$ cat src/design/led_cbf_pkg.sv
// ----------------------------------------------------------------------------
// led_cbf_pkg: shared types and constants of the blink crossfader
// Holds the sequencer states, register indexes and fixed-point constants.
// ----------------------------------------------------------------------------
package led_cbf_pkg;

    // Q0.16 position, one extra bit so that full scale (1.0) fits
    localparam int POS_BITS = 16;
    localparam logic [POS_BITS:0] POS_ONE = 17'h10000;

    // period and color registers are fixed at 32 bits, half period fits 31
    localparam int REG_BITS  = 32;
    localparam int HALF_BITS = 31;

    // register indexes on the configuration port (byte address = 4 * index)
    localparam logic [1:0] REG_COLOR_A = 2'd0;
    localparam logic [1:0] REG_COLOR_B = 2'd1;
    localparam logic [1:0] REG_PERIOD  = 2'd2;

    typedef enum logic [2:0] {
        ST_IDLE,
        ST_ELAPSED,
        ST_SELECT,
        ST_DIVIDE,
        ST_BLEND,
        ST_DONE
    } state_t;

    typedef struct packed {
        logic busy;
        logic done;
    } div_status_t;

endpackage

$ cat src/design/led_color_blink_fader_top.sv
// ----------------------------------------------------------------------------
// led_color_blink_fader_top: two-color blink crossfader
// Takes a time stamp per request and returns one interpolated RGBA color.
// ----------------------------------------------------------------------------
// Usage:
//   s_ channel: one time stamp per request in s_tdata.
//   m_ channel: red, green, blue, alpha and transparency in m_tdata.
//   APB port: color_a at 0x0, color_b at 0x4, period_ticks at 0x8.
//   Write the registers only while no request is in flight.
// Sequence:
//   After acceptance a request passes cycle bookkeeping and phase select, the
//   bit-serial divider that forms the Q0.16 position (16 quotient bits, then
//   the handoff; skipped when the position saturates), the one shared blend
//   multiplier, one channel at a time, then the output register load that
//   raises m_tvalid.
//   s_tready is high only in the idle state, so a new request is taken only
//   after the last one has loaded its result into the output register.
// Reset:
//   aresetn low clears the cycle start, so the next request starts a cycle,
//   and loads the register reset colors and period.
// Stall:
//   A result holds in the output register until m_tready; the next request is
//   accepted meanwhile and its result waits until the register is free.
// ----------------------------------------------------------------------------
module led_color_blink_fader_top #(
    parameter int TIME_BITS    = 48,
    parameter int CHANNEL_BITS = 8
) (
    input  logic                    aclk,
    input  logic                    aresetn,
    // fields from bit 0 up: time_now
    input  logic [((TIME_BITS + 7) / 8) * 8 - 1:0]        s_tdata,
    input  logic                    s_tvalid,
    output logic                    s_tready,
    // fields from bit 0 up: red, green, blue, alpha, transparency
    output logic [((5 * CHANNEL_BITS + 7) / 8) * 8 - 1:0] m_tdata,
    output logic                    m_tvalid,
    input  logic                    m_tready,
    input  logic                    psel,
    input  logic                    penable,
    input  logic                    pwrite,
    input  logic [3:0]              paddr,
    input  logic [31:0]             pwdata,
    output logic [31:0]             prdata,
    output logic                    pready
);

    localparam int OUT_BITS = ((5 * CHANNEL_BITS + 7) / 8) * 8;
    localparam int EW       = (TIME_BITS > 32) ? TIME_BITS : 32;
    localparam int RB       = led_cbf_pkg::REG_BITS;

    function automatic logic [CHANNEL_BITS-1:0] chan_of(input logic [RB-1:0] packed_c,
                                                        input logic [1:0] k);
        logic [5:0]  sh;
        logic [63:0] w;
        sh = 6'(CHANNEL_BITS * (3 - int'(k)));
        w  = {32'b0, packed_c} >> sh;
        return w[CHANNEL_BITS-1:0];
    endfunction

    led_cbf_pkg::state_t state_reg, state_next;

    logic [RB-1:0]            color_a_reg, color_b_reg, period_reg;
    logic [TIME_BITS-1:0]     now_reg, now_next;
    logic [TIME_BITS-1:0]     cycle_start_reg, cycle_start_next;
    logic [EW-1:0]            elapsed_reg, elapsed_next;
    logic [RB-1:0]            from_reg, from_next, to_reg, to_next;
    logic [led_cbf_pkg::POS_BITS:0] pos_reg, pos_next;
    logic [1:0]               chan_cnt_reg, chan_cnt_next;
    logic [CHANNEL_BITS-1:0]  chan_reg [4];
    logic [OUT_BITS-1:0]      out_data_reg, out_data_next;
    logic                     m_valid_reg, m_valid_next;

    logic                     cfg_write;
    logic                     in_accept;
    logic                     div_start;
    logic                     load_out;
    logic                     chan_load;
    logic [RB-1:0]            period_eff;
    logic [led_cbf_pkg::HALF_BITS-1:0] half;
    logic [TIME_BITS-1:0]     start_eff;
    logic [TIME_BITS-1:0]     elapsed_raw;
    logic                     first_half;
    logic [EW-1:0]            phase_elapsed;
    logic                     saturated;
    logic [led_cbf_pkg::POS_BITS-1:0] quotient;
    led_cbf_pkg::div_status_t div_status;
    logic [CHANNEL_BITS-1:0]  mix_chan;

    // ---------------- configuration port ----------------
    assign pready    = 1'b1;
    assign cfg_write = psel && penable && pwrite && pready;

    always_ff @(posedge aclk) begin
        if (!aresetn) begin
            color_a_reg <= 32'hFF0000FF;
            color_b_reg <= 32'h000000FF;
            period_reg  <= 32'd1000000;
        end else if (cfg_write) begin
            case (paddr[3:2])
                led_cbf_pkg::REG_COLOR_A: color_a_reg <= pwdata;
                led_cbf_pkg::REG_COLOR_B: color_b_reg <= pwdata;
                led_cbf_pkg::REG_PERIOD:  period_reg  <= pwdata;
                default: ;
            endcase
        end
    end

    always_comb begin
        case (paddr[3:2])
            led_cbf_pkg::REG_COLOR_A: prdata = color_a_reg;
            led_cbf_pkg::REG_COLOR_B: prdata = color_b_reg;
            led_cbf_pkg::REG_PERIOD:  prdata = period_reg;
            default:                  prdata = '0;
        endcase
    end

    // ---------------- shared units ----------------
    led_cbf_div u_div (
        .aclk     (aclk),
        .aresetn  (aresetn),
        .start    (div_start),
        .dividend (phase_elapsed[RB-1:0]),
        .divisor  (half),
        .quotient (quotient),
        .status   (div_status)
    );

    led_cbf_mix #(
        .CHANNEL_BITS (CHANNEL_BITS)
    ) u_mix (
        .from_chan (chan_of(from_reg, chan_cnt_reg)),
        .to_chan   (chan_of(to_reg, chan_cnt_reg)),
        .pos       (pos_reg),
        .mix_chan  (mix_chan)
    );

    // ---------------- sequencer: next state ----------------
    always_comb begin
        state_next = state_reg;
        case (state_reg)
            led_cbf_pkg::ST_IDLE: begin
                if (s_tvalid) begin
                    state_next = led_cbf_pkg::ST_ELAPSED;
                end
            end
            led_cbf_pkg::ST_ELAPSED: state_next = led_cbf_pkg::ST_SELECT;
            led_cbf_pkg::ST_SELECT: begin
                state_next = saturated ? led_cbf_pkg::ST_BLEND : led_cbf_pkg::ST_DIVIDE;
            end
            led_cbf_pkg::ST_DIVIDE: begin
                if (div_status.done) begin
                    state_next = led_cbf_pkg::ST_BLEND;
                end
            end
            led_cbf_pkg::ST_BLEND: begin
                if (chan_cnt_reg == 2'd3) begin
                    state_next = led_cbf_pkg::ST_DONE;
                end
            end
            led_cbf_pkg::ST_DONE: begin
                if (!m_valid_reg || m_tready) begin
                    state_next = led_cbf_pkg::ST_IDLE;
                end
            end
            default: state_next = led_cbf_pkg::ST_IDLE;
        endcase
    end

    // ---------------- sequencer: outputs ----------------
    always_comb begin
        s_tready  = 1'b0;
        div_start = 1'b0;
        chan_load = 1'b0;
        load_out  = 1'b0;
        case (state_reg)
            led_cbf_pkg::ST_IDLE:   s_tready  = 1'b1;
            led_cbf_pkg::ST_SELECT: div_start = !saturated;
            led_cbf_pkg::ST_BLEND:  chan_load = 1'b1;
            led_cbf_pkg::ST_DONE:   load_out  = !m_valid_reg || m_tready;
            default: ;
        endcase
    end

    assign in_accept = s_tvalid && s_tready;

    // ---------------- datapath ----------------
    always_comb begin
        period_eff  = (period_reg < RB'(2)) ? RB'(2) : period_reg;
        half        = period_eff[RB-1:1];
        // restart the cycle when not started or when time ran backward
        start_eff   = (cycle_start_reg == '0 || cycle_start_reg > now_reg)
                      ? now_reg : cycle_start_reg;
        elapsed_raw = now_reg - start_eff;

        first_half    = elapsed_reg < EW'(half);
        phase_elapsed = first_half ? elapsed_reg : elapsed_reg - EW'(half);
        saturated     = phase_elapsed >= EW'(half);

        now_next         = now_reg;
        cycle_start_next = cycle_start_reg;
        elapsed_next     = elapsed_reg;
        from_next        = from_reg;
        to_next          = to_reg;
        pos_next         = pos_reg;
        chan_cnt_next    = chan_cnt_reg;
        out_data_next    = out_data_reg;
        m_valid_next     = m_valid_reg && !m_tready;

        if (in_accept) begin
            now_next = s_tdata[TIME_BITS-1:0];
        end
        if (state_reg == led_cbf_pkg::ST_ELAPSED) begin
            elapsed_next     = EW'(elapsed_raw);
            cycle_start_next = (EW'(elapsed_raw) >= EW'(period_eff)) ? now_reg : start_eff;
        end
        if (state_reg == led_cbf_pkg::ST_SELECT) begin
            from_next     = first_half ? color_a_reg : color_b_reg;
            to_next       = first_half ? color_b_reg : color_a_reg;
            pos_next      = led_cbf_pkg::POS_ONE;
            chan_cnt_next = '0;
        end
        if (state_reg == led_cbf_pkg::ST_DIVIDE && div_status.done) begin
            pos_next = {1'b0, quotient};
        end
        if (chan_load) begin
            chan_cnt_next = chan_cnt_reg + 1'b1;
        end
        if (load_out) begin
            out_data_next = '0;
            out_data_next[0*CHANNEL_BITS +: CHANNEL_BITS] = chan_reg[0];
            out_data_next[1*CHANNEL_BITS +: CHANNEL_BITS] = chan_reg[1];
            out_data_next[2*CHANNEL_BITS +: CHANNEL_BITS] = chan_reg[2];
            out_data_next[3*CHANNEL_BITS +: CHANNEL_BITS] = chan_reg[3];
            out_data_next[4*CHANNEL_BITS +: CHANNEL_BITS] = ~chan_reg[3];
            m_valid_next = 1'b1;
        end
    end

    always_ff @(posedge aclk) begin
        if (!aresetn) begin
            state_reg       <= led_cbf_pkg::ST_IDLE;
            cycle_start_reg <= '0;
            chan_cnt_reg    <= '0;
            m_valid_reg     <= 1'b0;
        end else begin
            state_reg       <= state_next;
            cycle_start_reg <= cycle_start_next;
            chan_cnt_reg    <= chan_cnt_next;
            m_valid_reg     <= m_valid_next;
        end
        now_reg      <= now_next;
        elapsed_reg  <= elapsed_next;
        from_reg     <= from_next;
        to_reg       <= to_next;
        pos_reg      <= pos_next;
        out_data_reg <= out_data_next;
        if (chan_load) begin
            chan_reg[chan_cnt_reg] <= mix_chan;
        end
    end

    assign m_tdata  = out_data_reg;
    assign m_tvalid = m_valid_reg;

`ifndef SYNTHESIS
    a_pos_range: assert property (@(posedge aclk) disable iff (!aresetn)
        (state_reg == led_cbf_pkg::ST_BLEND) |-> (pos_reg <= led_cbf_pkg::POS_ONE))
        else $error("blend position above full scale");

    a_start_not_future: assert property (@(posedge aclk) disable iff (!aresetn)
        (state_reg == led_cbf_pkg::ST_SELECT) |-> (cycle_start_reg <= now_reg))
        else $error("cycle start lies after the time stamp");

    a_valid_from_done: assert property (@(posedge aclk) disable iff (!aresetn)
        $rose(m_valid_reg) |-> $past(state_reg == led_cbf_pkg::ST_DONE))
        else $error("result shown outside the done state");

    a_div_idle_outside: assert property (@(posedge aclk) disable iff (!aresetn)
        div_status.busy |-> (state_reg == led_cbf_pkg::ST_DIVIDE))
        else $error("divider busy outside the divide state");
`endif

endmodule

$ cat src/design/led_cbf_div.sv
// ----------------------------------------------------------------------------
// led_cbf_div: restoring divider for the crossfade position
// Computes floor(dividend * 2^16 / divisor) one quotient bit per cycle,
// for a dividend below the divisor.
// ----------------------------------------------------------------------------
module led_cbf_div (
    input  logic                                  aclk,
    input  logic                                  aresetn,
    input  logic                                  start,
    input  logic [led_cbf_pkg::REG_BITS-1:0]      dividend,
    input  logic [led_cbf_pkg::HALF_BITS-1:0]     divisor,
    output logic [led_cbf_pkg::POS_BITS-1:0]      quotient,
    output led_cbf_pkg::div_status_t              status
);

    localparam int CNT_BITS = $clog2(led_cbf_pkg::POS_BITS);

    logic [led_cbf_pkg::REG_BITS-1:0]  rem_reg, rem_next;
    logic [led_cbf_pkg::POS_BITS-1:0]  quo_reg, quo_next;
    logic [led_cbf_pkg::HALF_BITS-1:0] dsr_reg, dsr_next;
    logic [CNT_BITS-1:0]               cnt_reg, cnt_next;
    logic                              busy_reg, busy_next;
    logic                              done_reg, done_next;
    logic [led_cbf_pkg::REG_BITS:0]    trial;
    logic                              fits;

    always_comb begin
        trial = {rem_reg, 1'b0};
        fits  = trial >= {2'b00, dsr_reg};
    end

    always_comb begin
        rem_next  = rem_reg;
        quo_next  = quo_reg;
        dsr_next  = dsr_reg;
        cnt_next  = cnt_reg;
        busy_next = busy_reg;
        done_next = 1'b0;
        if (start) begin
            rem_next  = dividend;
            dsr_next  = divisor;
            quo_next  = '0;
            cnt_next  = '0;
            busy_next = 1'b1;
        end else if (busy_reg) begin
            // subtract when the shifted remainder covers the divisor
            if (fits) begin
                rem_next = led_cbf_pkg::REG_BITS'(trial - {2'b00, dsr_reg});
            end else begin
                rem_next = trial[led_cbf_pkg::REG_BITS-1:0];
            end
            quo_next = {quo_reg[led_cbf_pkg::POS_BITS-2:0], fits};
            cnt_next = cnt_reg + 1'b1;
            if (cnt_reg == CNT_BITS'(led_cbf_pkg::POS_BITS - 1)) begin
                busy_next = 1'b0;
                done_next = 1'b1;
            end
        end
    end

    always_ff @(posedge aclk) begin
        if (!aresetn) begin
            busy_reg <= 1'b0;
            done_reg <= 1'b0;
            cnt_reg  <= '0;
        end else begin
            busy_reg <= busy_next;
            done_reg <= done_next;
            cnt_reg  <= cnt_next;
        end
        rem_reg <= rem_next;
        quo_reg <= quo_next;
        dsr_reg <= dsr_next;
    end

    assign quotient    = quo_reg;
    assign status.busy = busy_reg;
    assign status.done = done_reg;

endmodule

$ cat src/design/led_cbf_mix.sv
// ----------------------------------------------------------------------------
// led_cbf_mix: one-channel linear blend
// Gives round(from + (to - from) * pos / 2^16), ties going up.
// ----------------------------------------------------------------------------
module led_cbf_mix #(
    parameter int CHANNEL_BITS = 8
) (
    input  logic [CHANNEL_BITS-1:0]           from_chan,
    input  logic [CHANNEL_BITS-1:0]           to_chan,
    input  logic [led_cbf_pkg::POS_BITS:0]    pos,
    output logic [CHANNEL_BITS-1:0]           mix_chan
);

    localparam int PROD_BITS = CHANNEL_BITS + led_cbf_pkg::POS_BITS + 3;

    logic signed [CHANNEL_BITS:0]  diff;
    logic signed [PROD_BITS-1:0]   prod;
    logic signed [PROD_BITS-1:0]   rounded;
    logic signed [PROD_BITS-1:0]   step;

    always_comb begin
        diff    = $signed({1'b0, to_chan}) - $signed({1'b0, from_chan});
        prod    = diff * $signed({1'b0, pos});
        rounded = prod + $signed(PROD_BITS'(1) <<< (led_cbf_pkg::POS_BITS - 1));
        step    = rounded >>> led_cbf_pkg::POS_BITS;
        // result stays within the channel range, so wrap is exact
        mix_chan = from_chan + step[CHANNEL_BITS-1:0];
    end

endmodule
$ cat config.mk
export PLATFORM = sky130hd
export DESIGN_NAME = led_color_blink_fader_top
export DESIGN_NICKNAME = d
export VERILOG_FILES = /design/src/design/led_cbf_pkg.sv /design/src/design/led_color_blink_fader_top.sv /design/src/design/led_cbf_div.sv /design/src/design/led_cbf_mix.sv
export SDC_FILE = /design/constraint.sdc
export NUM_CORES = 2
export LEC_CHECK = 0
export ABC_AREA = 1
export BUFFER_PORTS_ARGS = -buffer_cell sky130_fd_sc_hd__buf_2
export CORE_ASPECT_RATIO = 1.2
export CORE_MARGIN = 3
export CORE_UTILIZATION = 60
export DETAILED_ROUTE_END_ITERATION = 10
export PLACE_DENSITY = 0.78
export SYNTH_ARGS = -nofsm -noshare
export SYNTH_HDL_FRONTEND = slang
export SYNTH_SLANG_ARGS = --single-unit
$ cat constraint.sdc
create_clock -name aclk -period 20.6 [get_ports aclk]
set_clock_uncertainty 0.05 [all_clocks]
set_input_delay 1.03 -clock aclk [delete_from_list [all_inputs] [get_ports aclk]]
set_output_delay 1.03 -clock aclk [all_outputs]
set_load 0.05 [all_outputs]
==> results.ini <==
[status]
outcome=complete, no violations

[floorplanning]
die_w_um=230.7
die_area_um2=63580
core_region_area_um2=59710
floorplan.die.height_um=275.6
floorplan.rows=98
initial_utilization=0.6087
pin_count=166

[placement]
place.gp.congestion=1.005
place.port_buffers=162
dp_hpwl_um=86630

[detailed_routing]
postRouteWirelength_um=110500
dr.first_iter.drc_count=2980
dr_total_vias=33000
highest-signal-layer=met5
antenna_left=0
iteration_count_of_the_initial_detailed_routing_pass=6
wl_per_cell_um=19.15
routedLengthMet1_um=39640
met3RoutedLength_um=7331
drc_errors=0
met2_length_um=54440
drt-vias-per-instance=5.721

[cts]
cts_tree=built
root_buffer_selected_by_cts=sky130_fd_sc_hd__clkbuf_16
cts_setup_buffers=0
post_cts_hold_buffer_count=0
clkSlewWorstSetupHoldPaths_ns=0.06
clk-insertion-delay-late_ns=0.63
htree_levels=2
numClockSinks=484
cts-root-to-sink-buffers=3
tritoncts.num_buffers=49
postCtsResizedCells=0

[critical_path]
cp_data_arrival_time_ns=12.43
timing.critical_path.slowest_stage_cell=sky130_fd_sc_hd__clkinv_1
required_time_of_the_critical_path_ns=20.93
worst_setup_path_endpoint=chan_reg[1][6]$_DFFE_PP_
crit_path_start_kind=register
cp-end-kind=register
cp_num_cells=36
worstReg2RegStart=chan_cnt_reg[0]$_SDFFE_PN0P_
worstSetupPathType=reg2reg
reg2reg_slack_ns=8.50
critical_path.max_fanout=36
timing.rr.end=chan_reg[1][6]$_DFFE_PP_
crit_path_max_incr_delay_ns=1.16
timing.reg2reg.worst_path_depth=36
critPathBufInv=7
timing.critical_path.max_delay_family=adder cells
worst_setup_path_startpoint=chan_cnt_reg[0]$_SDFFE_PN0P_

[synth]
synth_most_common_cell=sky130_fd_sc_hd__nand2_1
synthesis.instances=4852
post-synth-top-area-fraction=0.2569
most_used_flip_flop_cell_after_synthesis=sky130_fd_sc_hd__edfxtp_1
mappedNetlistNets=5345
netlist.top_cell.by_area=sky130_fd_sc_hd__edfxtp_1
synthTopCellsByArea=sky130_fd_sc_hd__edfxtp_1, sky130_fd_sc_hd__nand2_1, sky130_fd_sc_hd__ha_1
syn-cell-area_um2=36350
async_s_r_ff_share_synth=0
yosysWarnings=0
synthTopCellsByCount=sky130_fd_sc_hd__nand2_1, sky130_fd_sc_hd__inv_1, sky130_fd_sc_hd__nor2_1, sky130_fd_sc_hd__a21oi_1, sky130_fd_sc_hd__edfxtp_1
postSynthAreaPerCell_um2=7.491
synth_sequential_area_ratio=0.3522
yosys.cell_types.count=57
postSynthRegisterBits=484
synth_enable_flop_cells=311

[min_path]
hp-class=reg2reg
hold_wc_startpoint=chan_reg[2][5]$_DFFE_PP_

[timing]
unrepaired_setup_endpoints_after_global_routing=no
report.final.hold_viol_count=0
final.min_clock_period_ns=12.10
slew_headroom=0.1674
tightestPinTransition_ns=1.249
timing_max_transition_violations_final=0
tns_ns=0
layout_worst_path_cycle_share=0.5874
setup_viol=0
fmax_ghz=0.08264

[global_routing]
grt_overflow=0
grt_antenna_before_repair=6
grt_start_max_net_pins=130
vias_in_the_first_global_route=31210
grt.total_usage=0.3410
grt_first_pass_wirelength_um=168600

[layout]
nets=5416
layout-area-overhead-vs-synth_pct=8.086
layout-drive-gt1-share=0.06446
final.fill_count=5191

[job]
max_cap_viol_count=0

==> layout by cell type, fill, tap and decap left out, types with 162 or more instances in the layout <==
cell type / netlist / routed
sky130_fd_sc_hd__ha_1: 292 / 292
sky130_fd_sc_hd__nand2_1: 1296 / 1295
sky130_fd_sc_hd__nand3_1: 230 / 230
sky130_fd_sc_hd__o21ai_0: 283 / 283
sky130_fd_sc_hd__edfxtp_1: 311 / 311
sky130_fd_sc_hd__buf_2: 20 / 162
sky130_fd_sc_hd__nor2_1: 414 / 410
sky130_fd_sc_hd__a21oi_1: 336 / 335
sky130_fd_sc_hd__dfxtp_1: 173 / 173
sky130_fd_sc_hd__inv_1: 772 / 771
==> worst min path at each step <==
| stage | to | slack, ns | cells after the start |
|---|---|---|---|
| floorplan | m_tdata[0]$_DFFE_PP_ | 0.35 | 0 |
| global placement | m_tdata[17]$_DFFE_PP_ | 0.35 | 0 |
| detailed placement | m_tdata[12]$_DFFE_PP_ | 0.35 | 0 |
| CTS | m_tdata[21]$_DFFE_PP_ | 0.37 | 0 |
| global route | m_tdata[3]$_DFFE_PP_ | 0.37 | 0 |
| finish | m_tdata[21]$_DFFE_PP_ | 0.37 | 0 |
==> routing by layer <==
layer	vias to the layer above	track usage
met4	2	0.2392
li1	15940	-
met3	394	0.04418
met2	1400	0.6160
met1	15270	0.3710
met5	-	0
==> cell families after synthesis <==
family                     count (synthesis)  share of synthesized area
xor gates and xnor gates                 110                    0.02651
other                                      1                  0.0001032
adders and majority gates                402                     0.1611
and+or+nand+nor                         2095                     0.2346
DFF                                      484                     0.3522
AOI/OAI and AO/OA                        808                     0.1246
buffers and inverters                    952                     0.1009
==> per-stage QoR <==
stage	area, um2	hold slack [ns]	util	cells	setup WS (ns)
finish	39290	0.3658	0.6579	5769	8.500
CTS	39270	0.3697	0.6577	5764	8.703
global route	39280	0.3722	0.6578	5766	7.796
detailed placement	37680	0.3545	0.6310	5672	8.781
floorplan	36350	0.3503	-	4852	12.11
global placement	37680	0.3506	0.6310	5672	9.043
==> layout make-up <==
| cell class | instances | area [um2] | area share |
|---|---|---|---|
| Sequential cell | 484 | 12800 | 0.3259 |
| Tap cell | 800 | 1001 | 0.02548 |
| Timing Repair Buffer | 188 | 1006 | 0.02561 |
| Inverter | 784 | 2943 | 0.07491 |
| Clock inverter | 31 | 265.3 | 0.006752 |
| Clock buffer | 61 | 1329 | 0.03382 |
| Antenna cell | 5 | 12.51 | 0.0003185 |
| Multi-Input combinational cell | 3416 | 19930 | 0.5072 |
Power is not shown: default switching activity piles up to over one toggle a cycle in this logic, so the estimate is an artifact.
